`config.mk`:
```
export PLATFORM = sky130hd
export DESIGN_NAME = bspm_queue
export DESIGN_NICKNAME = d
export VERILOG_FILES = /design/src/bspm_pkg.sv /design/src/bspm_queue.sv
export SDC_FILE = /design/constraint.sdc
export NUM_CORES = 1
export LEC_CHECK = 0
export BUFFER_PORTS_ARGS = -buffer_cell sky130_fd_sc_hd__buf_2
export CORE_MARGIN = 5
export CORE_UTILIZATION = 49
export DETAILED_ROUTE_END_ITERATION = 10
export GPL_ROUTABILITY_DRIVEN = 0
export GPL_TIMING_DRIVEN = 0
export PLACE_DENSITY = 0.69
export SYNTH_ARGS = -nofsm -noshare
export SYNTH_HDL_FRONTEND = slang
export SYNTH_SLANG_ARGS = --single-unit
```
`constraint.sdc`:
```
create_clock -name clk_i -period 4 [get_ports clk_i]
set_input_delay 0.2 -clock clk_i [delete_from_list [all_inputs] [get_ports clk_i]]
set_output_delay 0.2 -clock clk_i [all_outputs]
set_load 0.02 [all_outputs]
```
`src/bspm_pkg.sv`:
```
// shared constants, codes and the queue entry type of the pixel mixer
package bspm_pkg;

  // line store geometry, LINE_WIDTH must be a multiple of four
  localparam int LINE_WIDTH    = 512;
  localparam int LS_IW         = $clog2(LINE_WIDTH);
  localparam int LS_ROWS       = LINE_WIDTH / 2;
  localparam int LS_RW         = LS_IW - 1;
  localparam int LS_BANK_DEPTH = LS_ROWS / 2;
  localparam int LS_BW         = LS_RW - 1;

  // smoothing table geometry
  localparam int TABLE_BANKS = 4;
  localparam int TBL_DEPTH   = TABLE_BANKS * 256;
  localparam int TBL_AW      = $clog2(TBL_DEPTH);

  // front to back queue
  localparam int QUEUE_DEPTH = 4;

  // configuration port
  localparam int CFG_IW = 1;
  localparam int CFG_DW = 9;
  localparam logic [CFG_IW-1:0] CFG_HSCROLL = CFG_IW'(0);
  localparam logic [CFG_IW-1:0] CFG_BANK    = CFG_IW'(1);

  // input function codes
  localparam logic [1:0] FUNC_PIXEL    = 2'd0;
  localparam logic [1:0] FUNC_LOAD_ONE = 2'd1;
  localparam logic [1:0] FUNC_LOAD_TWO = 2'd2;

  typedef enum logic [1:0] {
    KIND_PIXEL,
    KIND_LOAD_ONE,
    KIND_LOAD_TWO
  } kind_e;

  // one classified beat waiting for the back end
  typedef struct packed {
    kind_e                 kind;
    logic [1:0]            text_first;
    logic [1:0]            text_second;
    logic [3:0]            raw;
    logic [3:0]            prev;
    logic                  frame_start;
    logic                  odd;
    logic                  lead_bank;
    logic [1:0][LS_RW-1:0] bank_row;
    logic [TBL_AW-1:0]     tindex;
    logic [3:0]            tvalue;
  } entry_t;

endpackage

```
`src/bspm_queue.sv`:
```
// short fifo between front and back end
module bspm_queue import bspm_pkg::*; (
  input  logic   clk_i,
  input  logic   rst_ni,
  input  logic   push_i,
  input  entry_t push_entry_i,
  input  logic   pop_i,
  output logic   full_o,
  output logic   head_valid_o,
  output entry_t head_o
);

  localparam int QP_W = $clog2(QUEUE_DEPTH);
  localparam int QC_W = $clog2(QUEUE_DEPTH + 1);

  entry_t           slot_q [QUEUE_DEPTH];
  logic [QP_W-1:0]  wr_ptr_q;
  logic [QP_W-1:0]  rd_ptr_q;
  logic [QC_W-1:0]  count_q;

  assign full_o       = (count_q == QC_W'(QUEUE_DEPTH));
  assign head_valid_o = (count_q != '0);
  assign head_o       = slot_q[rd_ptr_q];

  // entry storage
  always_ff @(posedge clk_i) begin
    if (push_i) begin
      slot_q[wr_ptr_q] <= push_entry_i;
    end
  end

  // pointers and fill level
  always_ff @(posedge clk_i or negedge rst_ni) begin
    if (!rst_ni) begin
      wr_ptr_q <= '0;
      rd_ptr_q <= '0;
      count_q  <= '0;
    end else begin
      if (push_i) begin
        wr_ptr_q <= (wr_ptr_q == QP_W'(QUEUE_DEPTH - 1)) ? '0 : wr_ptr_q + QP_W'(1);
      end
      if (pop_i) begin
        rd_ptr_q <= (rd_ptr_q == QP_W'(QUEUE_DEPTH - 1)) ? '0 : rd_ptr_q + QP_W'(1);
      end
      if (push_i && !pop_i) begin
        count_q <= count_q + QC_W'(1);
      end else if (!push_i && pop_i) begin
        count_q <= count_q - QC_W'(1);
      end
    end
  end

endmodule

```
==> flow_summary_export.csv <==
group,metric,value,unit
finish,regArea,0.005821,mm²
synthesis,synth_top_area_share,78.18,%
place,dp_hpwl,7846,µm
critical_path,r2r-end,"slot_q[0][13]",
timing,skew,0.009293,ns
die,die_x,131.4,µm
critical_path,crit_type,"reg2out",
synthesis,post_synth_main_area_contributors,"edfxtp_1 (78%), mux4_2 (14%), dfrtp_1 (2.4%)",
synthesis,synth_nets,341,
pwr,power.leakage,3.176,nW
worst_hold_path,hold_path.class,"in2reg",
critical_path,r2r_start,"wr_ptr_q[0]",
synthesis,netlist_area,0.007221,mm²
critical_path,critical_path.most_common_cell,"buf_2",
clock_network,clock_latency,0.42,ns
synthesis,syn_inst,283,
grt,grt_overflow_total,0,
die,row_count,44,
critical_path,critPathBufInv,3,
flow_run,cap_viol_max_count,0,
critical_path,critPathMaxStageDelay,0.39,ns
timing,fmax,0.4671,GHz
pwr,power,6.353,mW
critical_path,crit_arrival,1.94,ns
critical_path,worst-r2r-setup-slack,2.18,ns
finish,drive_above_1_share,40.77,%
timing,min_period,2.141,ns
critical_path,start_kind,"flop",
clock_network,clock_sinks,195,
finish,area_growth,25.51,%
die,die_area,0.01726,mm²
grt,grt_max_degree,32,
die,die_h,131.4,µm
clock_network,cts_tree,"done",
finish,most-common-layout-cells,"edfxtp_1 (188), buf_2 (102), dlygate4sd3_1 (48), mux4_2 (45), clkbuf_16 (17)",
timing,worstMarginPinSlew,0.6463,ns
die,coreArea,0.01448,mm²
clock_network,cts_resized,0,
clock_network,cts_inserted_buffers,17,
critical_path,path_delay_family,"buffers and inverters",
timing,finalHoldViolations,0,
finish,layout_commonest_cell,"edfxtp_1",
grt,antenna_found_initial,0,
worst_hold_path,hold-path-endpoint,"wr_ptr_q[1]",
critical_path,end_kind,"output pin",
clock_network,ctsHtreeMaxLevel,4,
status,status,"complete, no violations",
clock_network,clk_pin_slew,0.07,ns
clock_network,cts-root-buf,"clkbuf_16",
synthesis,avgSynthCellArea,25.51,µm²
grt,grt_first_pass_wirelength,20600,µm
finish,multi_input_area,0.001294,mm²
timing,rsz0062_at_grt,"false",
place,place_inst,570,
critical_path,critPathMaxFanout,10,
timing,fin_crit_sh,53.52,%
finish,diodes,0,
finish,fin_nets,511,
drt,drt-pass1-iter-count,4,
pwr,ir_worst_vdd,412.7,µV
critical_path,crit_chain,"buf_2 -> buf_2 -> mux4_2 -> buf_2",
pwr,powerDensity,701.1,mW/mm²
drt,vias,3400,
critical_path,worstRegToRegCells,4,
die,num_io_pins,100,
drt,wl_per_cell,19.37,µm
grt,track_usage,15.65,%
synthesis,synth_area_leader_cell,"edfxtp_1",
timing,finalSetupTns,0,ns
worst_hold_path,min-delay-start,"push_i",
clock_network,post_cts_buffers,0,
timing,slew_violations,0,
drt,viasPerCell,5.231,
drt,drt_iter0_drc,169,
critical_path,slowest_stage,"dfrtp_1",
critical_path,required,3.80,ns
place,io_buffer_count,99,
clock_network,hold_buffers,48,
finish,fin_cells,650,
drt,wirelength,12590,µm
finish,fillers,1004,
synthesis,seq_area_frac_synth,80.61,%
clock_network,clockBufferDepth,2,
timing,max-slew-margin-rel,56.92,%
synthesis,yosys_warnings,0,
grt,grt_pass1_vias,3765,
drt,ant_nets,0,
synthesis,yosysUniqueCellTypes,22,
die,start_util,49.87,%
drt,drc,0,
worst_hold_path,hold_depth,2,
timing,finalSetupViolCount,0,
synthesis,ys_ff_latch,195,
## synth_stat cells
cell and instances:
nand2_1 2, o21ai_0 2, edfxtp_1 188, buf_6 1
mux2_2 3, or3_1 1, xnor2_1 1, inv_1 4
mux4_2 45, buf_1 1, fa_1 1, buf_4 3
and2_1 4, clkbuf_1 1, buf_12 2, dfrtp_1 7
ha_1 6, xor2_1 2, buf_2 3, mux4_1 2
nor2_1 3, nor3b_1 1
## worst max-delay path by stage
| stage | start | end | slack, ns | cells after the start |
|---|---|---|---|---|
| 2_1_floorplan | wr_ptr_q[0] | slot_q[2][0] | 1.84 | 3 |
| 3_3_place_gp | wr_ptr_q[0] | slot_q[2][5] | 0.95 | 3 |
| 3_5_place_dp | wr_ptr_q[0] | slot_q[0][0] | 2.15 | 4 |
| 4_1_cts | rd_ptr_q[1] | head_o[19] | 1.77 | 4 |
| 5_1_grt | rd_ptr_q[1] | head_o[44] | 1.73 | 3 |
| 6_report | rd_ptr_q[1] | head_o[21] | 1.86 | 4 |
## report_power, final
group | total, mW | internal (mW) | switching [mW]
clock network | 1.58 | 0.906 | 0.677
logic | 2.06 | 0.903 | 1.15
registers | 2.71 | 2.62 | 0.0922
## worst register-to-register path, stage by stage (launching register included)
cell	delay [ns]
dfrtp_1	0.41
inv_1	0.11
ha_1	0.16
and2_2	0.53
buf_12	0.29
## routing by layer
| metal | track usage, % | vias to the layer above | wire length, µm |
|---|---|---|---|
| met5 | 0 | - | 0 |
| met4 | 4.457 | 0 | 144 |
| met3 | 5.046 | 15 | 625 |
| met2 | 26.04 | 93 | 6428 |
| met1 | 20.00 | 1748 | 5392 |
| li1 | - | 1544 | - |
## cell families (layout without fill, tap and decap cells)
family	after synthesis	in the layout	share of synthesized area, %
XOR/XNOR	3	3	0.3640
flip-flops	195	195	80.61
AO/OA/AOI/OAI	2	2	0.1386
AND/OR/NAND/NOR	11	11	0.7972
multiplexers	50	50	15.23
buffers and inverters	15	198	1.542
adder cells (fa/ha/maj)	7	7	1.317
## through the flow
step | hold slack, ns | util, % | cell area [µm²] | setup WS (ns)
floorplan | -0.09559 | - | 7221 | 1.842
finish | 0.07840 | 62.59 | 9062 | 1.859
global route | 0.06031 | 62.59 | 9062 | 1.731
global placement | 0.04293 | 54.88 | 7946 | 0.9516
CTS | 0.04870 | 62.59 | 9062 | 1.770
detailed placement | 0.04929 | 55.47 | 8031 | 2.146
## sequential cells by signal, indices dropped and copies added, names as in the netlist
name / cells
count_q: 3
rd_ptr_q: 2
slot_q: 188
wr_ptr_q: 2
## cell type report
class                      instances  area share (%)
multi-input combinational         73           14.28
timing repair buffer             151           11.65
inverter                           4          0.1657
sequential                       195           64.23
tap                              184           2.540
clock inverter                    13           1.298
clock buffer                      19           4.777
buffer                            11           1.063
(Power assumes the default switching activity.)
