<file path="src/bspm_pkg.sv">
// shared constants, codes and the queue entry type of the pixel mixer
package bspm_pkg;

  // line store geometry, LINE_WIDTH must be a multiple of four
  localparam int LINE_WIDTH    = 512;
  localparam int LS_IW         = $clog2(LINE_WIDTH);
  localparam int LS_ROWS       = LINE_WIDTH / 2;
  localparam int LS_RW         = LS_IW - 1;
  localparam int LS_BANK_DEPTH = LS_ROWS / 2;
  localparam int LS_BW         = LS_RW - 1;

  // smoothing table geometry
  localparam int TABLE_BANKS = 4;
  localparam int TBL_DEPTH   = TABLE_BANKS * 256;
  localparam int TBL_AW      = $clog2(TBL_DEPTH);

  // front to back queue
  localparam int QUEUE_DEPTH = 4;

  // configuration port
  localparam int CFG_IW = 1;
  localparam int CFG_DW = 9;
  localparam logic [CFG_IW-1:0] CFG_HSCROLL = CFG_IW'(0);
  localparam logic [CFG_IW-1:0] CFG_BANK    = CFG_IW'(1);

  // input function codes
  localparam logic [1:0] FUNC_PIXEL    = 2'd0;
  localparam logic [1:0] FUNC_LOAD_ONE = 2'd1;
  localparam logic [1:0] FUNC_LOAD_TWO = 2'd2;

  typedef enum logic [1:0] {
    KIND_PIXEL,
    KIND_LOAD_ONE,
    KIND_LOAD_TWO
  } kind_e;

  // one classified beat waiting for the back end
  typedef struct packed {
    kind_e                 kind;
    logic [1:0]            text_first;
    logic [1:0]            text_second;
    logic [3:0]            raw;
    logic [3:0]            prev;
    logic                  frame_start;
    logic                  odd;
    logic                  lead_bank;
    logic [1:0][LS_RW-1:0] bank_row;
    logic [TBL_AW-1:0]     tindex;
    logic [3:0]            tvalue;
  } entry_t;

endpackage

</file>
<file path="src/bspm_front.sv">
// front end: accepts beats, picks colours and text bits, tracks the previous colour
module bspm_front import bspm_pkg::*; (
  input  logic        clk_i,
  input  logic        rst_ni,
  input  logic        in_valid_i,
  input  logic        full_i,
  input  logic [1:0]  func_i,
  input  logic [8:0]  column_i,
  input  logic        first_in_line_i,
  input  logic        first_in_frame_i,
  input  logic [7:0]  text_byte_i,
  input  logic [7:0]  background_plane_a_i,
  input  logic [7:0]  background_plane_b_i,
  input  logic        background_flip_i,
  input  logic [9:0]  table_index_i,
  input  logic [3:0]  table_value_i,
  input  logic [8:0]  hscroll_i,
  output logic        push_o,
  output entry_t      entry_o
);

  logic             accept;
  logic             keep;
  logic             in_range;
  kind_e            kind;
  logic [8:0]       scrolled;
  logic [1:0]       slot;
  logic [2:0]       hi_sel;
  logic [2:0]       lo_sel;
  logic [3:0]       raw;
  logic [10:0]      col_w;
  logic [LS_IW-1:0] ent0;
  logic [LS_RW-1:0] row0;
  logic [LS_RW-1:0] row1;
  logic [3:0]       prev_q;

  assign accept   = in_valid_i && !full_i;
  assign in_range = {1'b0, table_index_i} < 11'(TBL_DEPTH);

  // scrolled column and background colour pick
  always_comb begin
    scrolled = column_i + hscroll_i;
    if (background_flip_i) begin
      scrolled = scrolled ^ 9'h00f;
    end
    slot   = scrolled[2:1];
    hi_sel = 3'd7 - {1'b0, slot};
    lo_sel = 3'd3 - {1'b0, slot};
    raw    = {background_plane_a_i[hi_sel], background_plane_a_i[lo_sel],
              background_plane_b_i[hi_sel], background_plane_b_i[lo_sel]};
  end

  // line store entry and the two rows the pair touches
  always_comb begin
    col_w = 11'(column_i);
    if (col_w >= 11'(LINE_WIDTH)) begin
      col_w = col_w - 11'(LINE_WIDTH);
    end
    ent0 = col_w[LS_IW-1:0];
    row0 = ent0[LS_IW-1:1];
    row1 = (row0 == LS_RW'(LS_ROWS - 1)) ? '0 : row0 + LS_RW'(1);
  end

  // classify the beat
  always_comb begin
    unique case (func_i)
      FUNC_PIXEL: begin
        keep = 1'b1;
        kind = KIND_PIXEL;
      end
      FUNC_LOAD_ONE: begin
        keep = in_range;
        kind = KIND_LOAD_ONE;
      end
      FUNC_LOAD_TWO: begin
        keep = in_range;
        kind = KIND_LOAD_TWO;
      end
      default: begin
        keep = 1'b0;
        kind = KIND_PIXEL;
      end
    endcase
  end

  assign push_o = accept && keep;

  // queue entry
  always_comb begin
    entry_o.kind        = kind;
    entry_o.text_first  = column_i[1] ? text_byte_i[3:2] : text_byte_i[7:6];
    entry_o.text_second = column_i[1] ? text_byte_i[1:0] : text_byte_i[5:4];
    entry_o.raw         = raw;
    entry_o.prev        = first_in_line_i ? 4'h0 : prev_q;
    entry_o.frame_start = first_in_frame_i;
    entry_o.odd         = ent0[0];
    entry_o.lead_bank   = row0[0];
    entry_o.bank_row    = row0[0] ? {row0, row1} : {row1, row0};
    entry_o.tindex      = table_index_i[TBL_AW-1:0];
    entry_o.tvalue      = table_value_i;
  end

  // previous pair colour
  always_ff @(posedge clk_i or negedge rst_ni) begin
    if (!rst_ni) begin
      prev_q <= 4'h0;
    end else if (accept && (func_i == FUNC_PIXEL)) begin
      prev_q <= raw;
    end
  end

endmodule

</file>
<file path="config.mk">
export PLATFORM = sky130hd
export DESIGN_NAME = bspm_front
export DESIGN_NICKNAME = d
export VERILOG_FILES = /design/src/bspm_pkg.sv /design/src/bspm_front.sv
export SDC_FILE = /design/constraint.sdc
export NUM_CORES = 1
export LEC_CHECK = 0
export ABC_AREA = 1
export BUFFER_PORTS_ARGS = -buffer_cell sky130_fd_sc_hd__buf_2
export CAP_MARGIN = 20
export CORE_MARGIN = 1.5
export CORE_UTILIZATION = 35
export DETAILED_ROUTE_END_ITERATION = 10
export PLACE_DENSITY = 0.8
export SKIP_LAST_GASP = 1
export SLEW_MARGIN = 0
export SYNTH_ARGS = -nofsm -noshare
export SYNTH_HDL_FRONTEND = slang
export SYNTH_SLANG_ARGS = --single-unit
</file>
<file path="constraint.sdc">
create_clock -name clk_i -period 2.1 [get_ports clk_i]
set_input_delay 0 -clock clk_i [delete_from_list [all_inputs] [get_ports clk_i]]
set_output_delay 0 -clock clk_i [all_outputs]
set_load 0.01 [all_outputs]
</file>
==> results of run 1 <==
[cell families after synthesis]
logic type | after synthesis | synth area share, %
buf+inv | 55 | 27.1
other cells | 1 | 0.365
flops | 4 | 9.73
fa+ha+maj | 2 | 3.16
simple gates | 106 | 46.2
xor+xnor | 4 | 3.41
compound gates | 19 | 9.98
[worst paths after layout]
path	startpoint	endpoint	slack, ns
worst max register to register	prev_q[3]	prev_q[3]	1.46
min in group asynchronous	rst_ni	prev_q[2]	0.12
worst max-delay path	column_i[1]	entry_o[39]	0.57
worst min-delay path	table_index_i[0]	entry_o[4]	0.000004
worst min register to register	prev_q[0]	prev_q[0]	0.47
max in group asynchronous	rst_ni	prev_q[3]	1.87
[per-layer routing]
layer	track usage, %	wire [um]	vias up
met2	29.6	1300	31
li1	-	-	692
met5	0	0	-
met1	20.4	1150	558
met4	7.64	52	0
met3	1.36	151	6
[layout by cell type (no fill, tap or decap), drive strengths merged]
cell type,Yosys,layout
buf,20,77
nand2,63,63
inv,34,34
nand3,21,21
o21ai,15,15
nor2,13,13
nand4,4,4
a21oi,4,4
and2,4,4
dfrtp,4,4
xnor2,3,3
clkbuf,1,3
xor2,1,1
nor3,1,1
fa,1,1
ha,1,1
conb,1,1
dlygate4sd3,0,1
[cell type report]
cell class / count / area (sq um) / share of cell area [%]
multi-input cells: 132 / 649 / 48.5
repair buffers: 78 / 400 / 29.9
inverters: 34 / 128 / 9.53
flip-flops and latches: 4 / 100 / 7.48
well taps: 31 / 38.8 / 2.90
clock buffers: 3 / 22.5 / 1.68
[power by group through the flow]
stage | Combinational (mW) | Sequential, mW | Clock (mW)
after global routing | 0.393 | 0.113 | 0.0987
final | 0.342 | 0.109 | 0.0916
after detailed placement | 0.342 | 0.110 | 0
after CTS | 0.346 | 0.109 | 0.0957
after floorplan | 0.241 | 0.107 | 0
after global placement | 0.337 | 0.108 | 0
[what timing repair did]
item                                   CTS  global route
endpoints found under the hold margin    4             0
hold buffers                             1             0
setup endpoints to repair                0             0
[through the flow]
| stage | std cells | total power, mW | hold WS (ns) | instance area (sq um) | setup slack (ns) |
|---|---|---|---|---|---|
| floorplan | 191 | 0.348 | -0.296 | 1030 | 0.514 |
| CTS | 282 | 0.551 | 0.0000686 | 1340 | 0.564 |
| finish | 282 | 0.543 | 0.00000443 | 1340 | 0.573 |
| global route | 282 | 0.604 | 0.0000150 | 1340 | 0.422 |
| detailed placement | 278 | 0.452 | -0.194 | 1310 | 0.565 |
| global placement | 278 | 0.445 | -0.196 | 1310 | 0.596 |
[worst register-to-register path, stage by stage, from the launching register on]
cell	delay, ns
sky130_fd_sc_hd__dfrtp_1	0.38
sky130_fd_sc_hd__nand2_1	0.07
sky130_fd_sc_hd__nand2_1	0.07
==> implementation parameters, run 1 <==
Parameter                              Value

Outcome
  Result of the run ... finished clean

Synth
  Largest cells by area after synthesis ... sky130_fd_sc_hd__nand2_1 21%, sky130_fd_sc_hd__buf_4 14%, sky130_fd_sc_hd__inv_1 12%, sky130_fd_sc_hd__nand3_1 10%, sky130_fd_sc_hd__dfrtp_1 9.7%
  Proportion of netlist area held by the largest area contributor ... 21.2%
  Register area share after synthesis ... 9.73%
  Post-synth design cell area ... 1030 sq um
  Number of different library cells in the post-synthesis netlist ... 24
  Flops & latches, synth ... 4
  Post-Synthesis Cells ... 191
  Most numerous cell types in the synthesized netlist ... 58 x sky130_fd_sc_hd__nand2_1, 33 x sky130_fd_sc_hd__inv_1, 21 x sky130_fd_sc_hd__nand3_1
  Top FF cell, synth ... sky130_fd_sc_hd__dfrtp_1
  Most instantiated library cell after synthesis ... sky130_fd_sc_hd__nand2_1
  Largest area contributor in the synthesized netlist ... sky130_fd_sc_hd__nand2_1
  Ys async rst share ... 100%
  Avg Inst Size Synth ... 5.38 sq um
  Net count of the mapped netlist ... 258
  Post-synth EDFFs ... 0
  Warning count from the yosys run ... 0

Pwr
  Power share of the sequential group ... 20.1%
  Clock share of power ... 16.9%
  Combinational share of power ... 63.0%
  Cell leakage power ... 0.865 nW
  Switching power as a share of total power ... 43.3%
  Peak VDD IR ... 0.368 mV
  Internal power ... 0.308 mW
  Power density over cell area ... 406 nW/um^2
  Switching power total ... 0.235 mW

Finish
  # nets final ... 320
  Number of filler instances in the final layout ... 308
  Regs by FF count ... prev_q: 4 flops
  Layout overhead on the synthesized area ... 30.2%
  Share of cells above drive strength 1 ... 35.5%
  Max FFs per register ... 4
  Final design utilization ... 48.1%
  Register bank with the most flops ... prev_q
  Number of antenna diodes ... 0

Worst setup path
  Worst path depth ... 10
  Worst-path cell chain ... buf_2 > inv_2 > fa_1 > nand2_1 > nand2_4 > nand2_1 > o21ai_0 > nand2_1 > and2_1 > buf_2
  CP max stage cell ... sky130_fd_sc_hd__fa_1
  Worst Path Required ... 2.10 ns
  Worst path bufs/invs ... 3
  Crit Path Max Fanout ... 8
  Worst Path Class, Setup ... primary input to primary output
  Cell type group with the largest total delay on the critical path ... simple AND/OR/NAND/NOR gates
  Arrival time of data at the critical path endpoint ... 1.53 ns
  Logic depth of the worst register-to-register path ... 2
  Critical Path End Type ... primary output
  Kind of start point of the critical path ... primary input
  Crit-path max cell delay ... 0.57 ns
  Crit-path most repeated cell ... sky130_fd_sc_hd__nand2_1

Floorplanning
  Die extent in x ... 57.2 um
  Num rows ... 19
  DIE HEIGHT ... 57.2 um
  Area of the die ... 3270 sq um
  Effective utilization at floorplan ... 37.0%
  Ports ... 113
  Area of the placeable core ... 2780 sq um

Timing
  Setup skew after layout ... 0 ns
  Slew HR ... 65.4%
  Number of max-slew violations in the final report ... 0
  Total count of hold-check failures in the final report ... 0
  Final Critical Period ... 1.53 ns
  Total setup violations reported at the end of the flow ... 0
  Least-Margin Pin Slew ... 0.515 ns
  Fmax ... 655 MHz
  Unrepaired setup endpoints after global routing ... false
  Final worst-path cycle share ... 72.7%
  Setup total negative slack ... 0 ns

Worst hold path
  Worst Hold Depth ... 0
  Hold Crit Class ... primary input to primary output

Clocking
  Clock Latency Late Sink ... 0.23 ns
  Clk root buf ... sky130_fd_sc_hd__clkbuf_4
  Number of H-tree levels ... 1
  Sink count of the clock tree ... 4
  Clock buffers created by TritonCTS ... 3
  TritonCTS clock tree ... yes
  Post-CTS Resized ... 0
  Maximum clock insertion buffer count ... 2
  Setup bufs post-CTS ... 0

Global route
  Vias in the first global route ... 1156
  Total gr overflow ... 0
  Wire length of the first global-routing pass ... 4500 um
  Global router's overall resource usage ... 16.7%
  Pin count of the biggest net entering global routing ... 21
  Number of antenna violations at the first check in global routing ... 0

Routing
  Number of remaining DRC errors ... 0
  Routed length per instance ... 9.40 um
  Remaining antenna violation count after routing ... 0
  Number of search-and-repair iterations in the first detailed-routing pass ... 4
  Routed vias/inst ... 4.56
  Routed via count ... 1287
  Total detailed-routing wirelength ... 2650 um
  Initial DRC Count ... 19

Placement
  GPL Wtd Cong ... 0.845
  Port bufs ... 75
  DP HPWL ... 2240 um

Flow run
  Maximum Capacitance Violations ... 0
Power figures use the tool's default switching activity.
==> run 2: changes to the inputs <==
Settings changed: ABC_AREA 1 to 0, CORE_UTILIZATION 35 to 27, PLACE_DENSITY 0.8 to 0.74.
Clock period 2.1 ns to 1.2 ns, I/O delays scaled along.
==> implementation parameters, run 2 <==
Parameter                              Value

Worst setup path
  Crit Path Max Fanout ... 4 (-4)
  Worst Path Class, Setup ... primary input to flip-flop
  Crit-path most repeated cell ... sky130_fd_sc_hd__buf_6
  Critical Path End Type ... flip-flop
  Arrival time of data at the critical path endpoint ... 1.77 ns (+0.24 ns)
  Worst-path cell chain ... buf_6 > inv_2 > fa_1 > xor2_2 > buf_6 > mux4_2 > mux2_4
  CP max stage cell ... sky130_fd_sc_hd__fa_1
  Crit-path max cell delay ... 0.57 ns (about the same)
  Worst Path Required ... 1.31 ns (-0.79 ns)
  Kind of start point of the critical path ... primary input

Finish
  Share of cells above drive strength 1 ... 67.1% (+32 points)
  Number of filler instances in the final layout ... 293 (-4.9%)
  Regs by FF count ... prev_q: 4 flops
  Total area of multi-input combinational cells ... 573 sq um (-12%)
  Max FFs per register ... 4 (unchanged)
  Layout overhead on the synthesized area ... 59.3%
  Number of antenna diodes ... 0 (unchanged)
  # nets final ... 227 (-29%)
  Most used cells in the layout excluding fill and tap cells ... 67 x sky130_fd_sc_hd__buf_2, 8 x sky130_fd_sc_hd__nor2b_1, 8 x sky130_fd_sc_hd__buf_4
  Register bank with the most flops ... prev_q
  Area taken by flip-flops and latches ... 100 sq um (unchanged)
  Most common cell after layout, fill and taps aside ... sky130_fd_sc_hd__buf_2
  Final Cell Area ... 1260 sq um (-5.6%)

Global route
  Number of antenna violations at the first check in global routing ... 0 (unchanged)
  Total gr overflow ... 0 (unchanged)
  Wire length of the first global-routing pass ... 3630 um (-19%)
  Pin count of the biggest net entering global routing ... 14 (-33%)
  Global router's overall resource usage ... 13.8% (-2.8 points)
  Vias in the first global route ... 903 (-22%)

Floorplanning
  Area of the placeable core ... 2780 sq um (unchanged)
  Area of the die ... 3270 sq um (about the same)
  Num rows ... 19 (unchanged)
  Die extent in x ... 57.2 um (about the same)
  Effective utilization at floorplan ... 28.5% (-8.5 points)
  DIE HEIGHT ... 57.2 um (about the same)
  Ports ... 113 (unchanged)

Synth
  Largest area contributor in the synthesized netlist ... sky130_fd_sc_hd__buf_4
  Post-synth design cell area ... 793 sq um (-23%)
  Most instantiated library cell after synthesis ... sky130_fd_sc_hd__buf_4
  Post-Synthesis Cells ... 92 (-52%)
  Number of different library cells in the post-synthesis netlist ... 28 (+17%)
  Flops & latches, synth ... 4 (unchanged)
  Post-synth EDFFs ... 0 (unchanged)
  Register area share after synthesis ... 12.6% (+2.9 points)
  Ys async rst share ... 100% (unchanged)
  Most numerous cell types in the synthesized netlist ... 18 x sky130_fd_sc_hd__buf_4, 9 x sky130_fd_sc_hd__mux2_2, 8 x sky130_fd_sc_hd__nor2b_1
  Avg Inst Size Synth ... 8.62 sq um (+60%)
  Net count of the mapped netlist ... 159 (-38%)
  Warning count from the yosys run ... 0 (unchanged)
  Proportion of netlist area held by the largest area contributor ... 17.0% (-4.1 points)
  Top FF cell, synth ... sky130_fd_sc_hd__dfrtp_1
  Largest cells by area after synthesis ... sky130_fd_sc_hd__buf_4 17%, sky130_fd_sc_hd__mux2_2 13%, sky130_fd_sc_hd__dfrtp_1 13%, sky130_fd_sc_hd__mux4_2 11%, sky130_fd_sc_hd__xnor2_1 6.6%

Routing
  Number of search-and-repair iterations in the first detailed-routing pass ... 4 (unchanged)
  Remaining antenna violation count after routing ... 0 (unchanged)
  Total detailed-routing wirelength ... 2270 um (-14%)
  Initial DRC Count ... 17 (-2)
  Routed via count ... 866 (-33%)
  Routed length per instance ... 12.0 um (+28%)
  Routed vias/inst ... 4.58 (+0.40%)
  Number of remaining DRC errors ... 0 (unchanged)

Clocking
  Number of H-tree levels ... 1 (unchanged)
  TritonCTS clock tree ... yes
  Maximum clock insertion buffer count ... 2 (unchanged)
  Clk root buf ... sky130_fd_sc_hd__clkbuf_4
  Sink count of the clock tree ... 4 (unchanged)
  Setup bufs post-CTS ... 0 (unchanged)
  Clock buffers created by TritonCTS ... 3 (unchanged)
  Clock transition at the registers of the reported paths ... 0.04 ns
  Clock Latency Late Sink ... 0.23 ns (about the same)

Timing
  Fmax ... 601 MHz
  Setup total negative slack ... -3.52 ns (-3.52 ns)
  Final Worst Setup Slack ... -0.463 ns (-1.04 ns)
  Total setup violations reported at the end of the flow ... 8 (+8)
  Unrepaired setup endpoints after global routing ... true
  Setup skew after layout ... 0 ns (unchanged)
  Total count of hold-check failures in the final report ... 0 (unchanged)
  Number of max-slew violations in the final report ... 0 (unchanged)
  Final worst-path cycle share ... 139%
  Final Critical Period ... 1.66 ns

Pwr
  Cell leakage power ... 0.632 nW (-27%)
  Peak VDD IR ... 0.725 mV (+97%)
  Power density over cell area ... 862 nW/um^2 (+110%)

Placement
  Port bufs ... 75 (unchanged)
  Cell Area, Placed ... 1150 sq um (-12%)
  GPL Wtd Cong ... 0.771 (-8.8%)
  DP HPWL ... 1960 um (-13%)

Flow run
  Maximum Capacitance Violations ... 0 (unchanged)

Outcome
  Failing checks ... setup timing
  Result of the run ... finished, violations left

Worst hold path
  Hold Crit Class ... primary input to primary output
run 2: cell types whose count changed in the layout (fill, tap and decap cells not counted), moves of 4 or more:
cell	delta
sky130_fd_sc_hd__nand2_1	-55
sky130_fd_sc_hd__inv_1	-31
sky130_fd_sc_hd__nand3_1	-18
sky130_fd_sc_hd__nor2_1	-9
sky130_fd_sc_hd__o21ai_0	-9
sky130_fd_sc_hd__buf_2	-8
sky130_fd_sc_hd__nor2b_1	+8
sky130_fd_sc_hd__buf_6	+7
sky130_fd_sc_hd__buf_4	+6
sky130_fd_sc_hd__mux2_2	+5
sky130_fd_sc_hd__and2_1	-4
sky130_fd_sc_hd__mux2_4	+4
sky130_fd_sc_hd__mux4_2	+4
run 2: layer usage:
metal	share of wire (%)	GRT usage, %
met1	38	14.2
met2	51	26.4
met3	9.8	2.72
met4	2.0	6.64
met5	0	0
run 2: metrics by stage:
stage | instances | hold WS (ns) | util, % | setup WS [ns] | power, mW
after floorplan | 92 | -0.296 | - | -0.681 | 0.646
after global placement | 185 | -0.194 | 41.5 | -0.735 | 0.844
after detailed placement | 185 | -0.189 | 41.5 | -0.790 | 0.855
after CTS | 189 | 0.0000686 | 44.6 | -0.457 | 1.08
after global routing | 189 | 0.0000165 | 45.4 | -0.493 | 1.17
final | 189 | 0.00000445 | 45.4 | -0.463 | 1.09
run 2: final timing paths:
| kind | from | end | slack [ns] | cells past startpoint |
|---|---|---|---|---|
| setup / recovery | hscroll_i[1] | prev_q[1] | -0.46 | 7 |
| max in group asynchronous | rst_ni | prev_q[0] | 0.98 | 2 |
| min in group asynchronous | rst_ni | prev_q[2] | 0.10 | 2 |
| hold reg to reg | prev_q[1] | prev_q[1] | 0.50 | 1 |
| hold / removal | table_index_i[6] | entry_o[10] | 0.000004 | 0 |
| setup reg to reg | prev_q[0] | prev_q[0] | 0.44 | 1 |
run 2: cell families (layout without fill, tap and decap cells):
family | after synthesis | in the layout | share of synthesized area (%)
compound gates | 9 | 9 | 7.73
xor+xnor | 10 | 10 | 12.0
fa+ha+maj | 2 | 2 | 4.10
buf+inv | 26 | 92 | 21.0
flops | 4 | 4 | 12.6
mux | 13 | 13 | 24.1
other cells | 1 | 1 | 0.473
simple gates | 27 | 27 | 18.0
run 2: critical path: cells and delay by family:
family / cells / cell delay [ns]
mux: 2 / 0.81
fa+ha+maj: 1 / 0.57
buf+inv: 3 / 0.24
xor+xnor: 1 / 0.15
run 2: timing repair:
item                                   in CTS  in global routing
setup endpoints to repair                  10                 17
endpoints found under the hold margin       4                  0
hold buffers                                1                  0
pin swaps                                   3                  4
resized for setup                          14                  4
run 2: area by class of cell:
class / instances / area share (%)
flip-flops and latches: 4 / 7.92
clock buffers: 3 / 1.78
inverters: 4 / 1.19
well taps: 31 / 3.07
multi-input cells: 62 / 45.3
repair buffers: 85 / 40.7
run 2: report_power, final:
part	switching [mW]	total, mW	internal, mW	leakage, nW
sequential	0.0293	0.220	0.191	0.0480
clock	0.0514	0.163	0.112	0.0138
combinational	0.281	0.705	0.424	0.570
==> run 3: changes to the inputs <==
Settings changed: SETUP_SLACK_MARGIN set to 0.02.
==> implementation parameters, run 3 (synthesis gave the netlist of run 2 again) <==
Parameter                              Value

Outcome
  Failing checks ... setup timing
  Result of the run ... finished, violations left

Floorplanning
  Num rows ... 19 (unchanged)
  Die extent in x ... 57.2 um (unchanged)
  Effective utilization at floorplan ... 28.5% (unchanged)
  Area of the die ... 3270 sq um (unchanged)
  Ports ... 113 (unchanged)
  Area of the placeable core ... 2780 sq um (unchanged)
  DIE HEIGHT ... 57.2 um (unchanged)

Finish
  Final std cells w/o fill ... 189 (unchanged)
  Regs by FF count ... prev_q: 4 flops
  # nets final ... 227 (unchanged)
  Area taken by flip-flops and latches ... 100 sq um (unchanged)
  Most used cells in the layout excluding fill and tap cells ... 67 x sky130_fd_sc_hd__buf_2, 8 x sky130_fd_sc_hd__nor2b_1, 8 x sky130_fd_sc_hd__buf_6
  Register bank with the most flops ... prev_q
  Most common cell after layout, fill and taps aside ... sky130_fd_sc_hd__buf_2
  Layout overhead on the synthesized area ... 59.8%
  Number of antenna diodes ... 0 (unchanged)
  Number of filler instances in the final layout ... 293 (unchanged)
  Final Cell Area ... 1270 sq um (+0.30%)
  Share of cells above drive strength 1 ... 67.1% (unchanged)
  Total area of multi-input combinational cells ... 573 sq um (unchanged)
  Max FFs per register ... 4 (unchanged)

Pwr
  Power density over cell area ... 861 nW/um^2 (-0.10%)
  Clock share of power ... 15.0% (about the same)
  Switching power total ... 0.363 mW (+0.24%)
  Power share of the sequential group ... 20.2% (about the same)
  Cell leakage power ... 0.633 nW (+0.15%)
  Combinational share of power ... 64.8% (about the same)
  Internal power ... 0.728 mW (+0.17%)
  Peak VDD IR ... 0.726 mV (+0.25%)
  Switching power as a share of total power ... 33.3% (about the same)

Timing
  Total setup violations reported at the end of the flow ... 8 (unchanged)
  Final Critical Period ... 1.66 ns (-0.000878 ns)
  Setup skew after layout ... 0 ns (unchanged)
  Number of max-slew violations in the final report ... 0 (unchanged)
  Hold Worst Slack ... 0.00000445 ns (unchanged)
  Final Worst Setup Slack ... -0.462 ns (+0.000878 ns)
  Unrepaired setup endpoints after global routing ... true
  Fmax ... 602 MHz (about the same)
  Final worst-path cycle share ... 138% (about the same)
  Total count of hold-check failures in the final report ... 0 (unchanged)
  Setup total negative slack ... -3.52 ns (+0.00389 ns)

Placement
  Post-placement cell count ... 185 (unchanged)
  GPL Wtd Cong ... 0.771 (unchanged)
  Cell Area, Placed ... 1150 sq um (unchanged)
  DP HPWL ... 1960 um (unchanged)
  Worst Setup Slack post-DPL ... -0.790 ns (unchanged)
  Port bufs ... 75 (unchanged)

Clocking
  Number of H-tree levels ... 1 (unchanged)
  Clk root buf ... sky130_fd_sc_hd__clkbuf_4
  Setup bufs post-CTS ... 0 (unchanged)
  Clock transition at the registers of the reported paths ... 0.04 ns (about the same)
  Clock Latency Late Sink ... 0.23 ns (about the same)
  Sink count of the clock tree ... 4 (unchanged)
  Clock buffers created by TritonCTS ... 3 (unchanged)
  TritonCTS clock tree ... yes
  Maximum clock insertion buffer count ... 2 (unchanged)

Worst setup path
  Crit-path most repeated cell ... sky130_fd_sc_hd__buf_6
  CP max stage cell ... sky130_fd_sc_hd__fa_1
  Worst-path cell chain ... buf_6 > inv_2 > fa_1 > xor2_2 > buf_6 > mux4_2 > mux2_4
  Cell type group with the largest total delay on the critical path ... multiplexers
  Critical Path End Type ... flip-flop
  Worst Path Class, Setup ... primary input to flip-flop
  Kind of start point of the critical path ... primary input
  Crit-path max cell delay ... 0.57 ns (about the same)
  Worst Path Required ... 1.31 ns (about the same)
  Crit Path Max Fanout ... 4 (unchanged)
  Arrival time of data at the critical path endpoint ... 1.77 ns (about the same)
  Worst path bufs/invs ... 3 (unchanged)

Routing
  Total detailed-routing wirelength ... 2270 um (about the same)
  Routed met1 length ... 860 um (+0.70%)
  Sum of met2 wire segment lengths after detailed routing ... 1140 um (-0.44%)
  Routed via count ... 865 (-0.12%)
  Number of search-and-repair iterations in the first detailed-routing pass ... 4 (unchanged)
  Initial DRC Count ... 17 (unchanged)
  Routed vias/inst ... 4.58 (-0.12%)
  Routed length per instance ... 12.0 um (about the same)
  Top metal layer carrying routed signals ... met4
  Remaining antenna violation count after routing ... 0 (unchanged)
  Met3 routed WL ... 222 um (unchanged)
  Number of remaining DRC errors ... 0 (unchanged)

Global route
  Pin count of the biggest net entering global routing ... 14 (unchanged)
  Global router's overall resource usage ... 13.8% (unchanged)
  Vias in the first global route ... 899 (-0.44%)
  Wire length of the first global-routing pass ... 3630 um (unchanged)
  Number of antenna violations at the first check in global routing ... 0 (unchanged)
  Total gr overflow ... 0 (unchanged)

Worst hold path
  Hold Crit Class ... primary input to primary output

Flow run
  Maximum Capacitance Violations ... 0 (unchanged)
## run 3: final timing paths
| path | to | cells after the start | slack [ns] | startpoint |
|---|---|---|---|---|
| max | prev_q[1] | 7 | -0.46 | hscroll_i[1] |
| min | entry_o[10] | 0 | 0.000004 | table_index_i[6] |
| max reg2reg | prev_q[0] | 1 | 0.44 | prev_q[0] |
| min reg2reg | prev_q[1] | 1 | 0.50 | prev_q[1] |
| max in group asynchronous | prev_q[0] | 2 | 0.98 | rst_ni |
| min in group asynchronous | prev_q[2] | 2 | 0.10 | rst_ni |
## run 3: timing repair
action                                 in CTS  in global routing
setup endpoints to repair                  10                 18
gates resized for setup                    14                  5
pin swaps                                   4                  4
endpoints found under the hold margin       4                  0
hold buffers                                1                  0
## run 3: power by group through the flow
| stage | combinational (mW) | clock, mW | sequential, mW |
|---|---|---|---|
| finish | 0.707 | 0.164 | 0.220 |
| CTS | 0.692 | 0.166 | 0.220 |
| global placement | 0.623 | 0 | 0.221 |
| detailed placement | 0.634 | 0 | 0.220 |
| floorplan | 0.437 | 0 | 0.209 |
| global route | 0.761 | 0.187 | 0.225 |
## run 3: routing by layer
layer | vias up | GRT usage [%]
li1 | 432 | -
met1 | 380 | 14.2
met2 | 39 | 26.4
met3 | 14 | 2.72
met4 | 0 | 6.64
met5 | - | 0
## run 3: area by class of cell
cell class / instances / area share, %
Multi-Input combinational cell: 62 / 45.2
Timing Repair Buffer: 85 / 40.9
Sequential cell: 4 / 7.90
Inverter: 4 / 1.18
Clock buffer: 3 / 1.78
Tap cell: 31 / 3.06
## run 3: metrics by stage
stage / power [mW] / util [%]
floorplan: 0.646 / -
CTS: 1.08 / 44.6
global route: 1.17 / 45.6
global placement: 0.844 / 41.5
finish: 1.09 / 45.6
detailed placement: 0.855 / 41.5
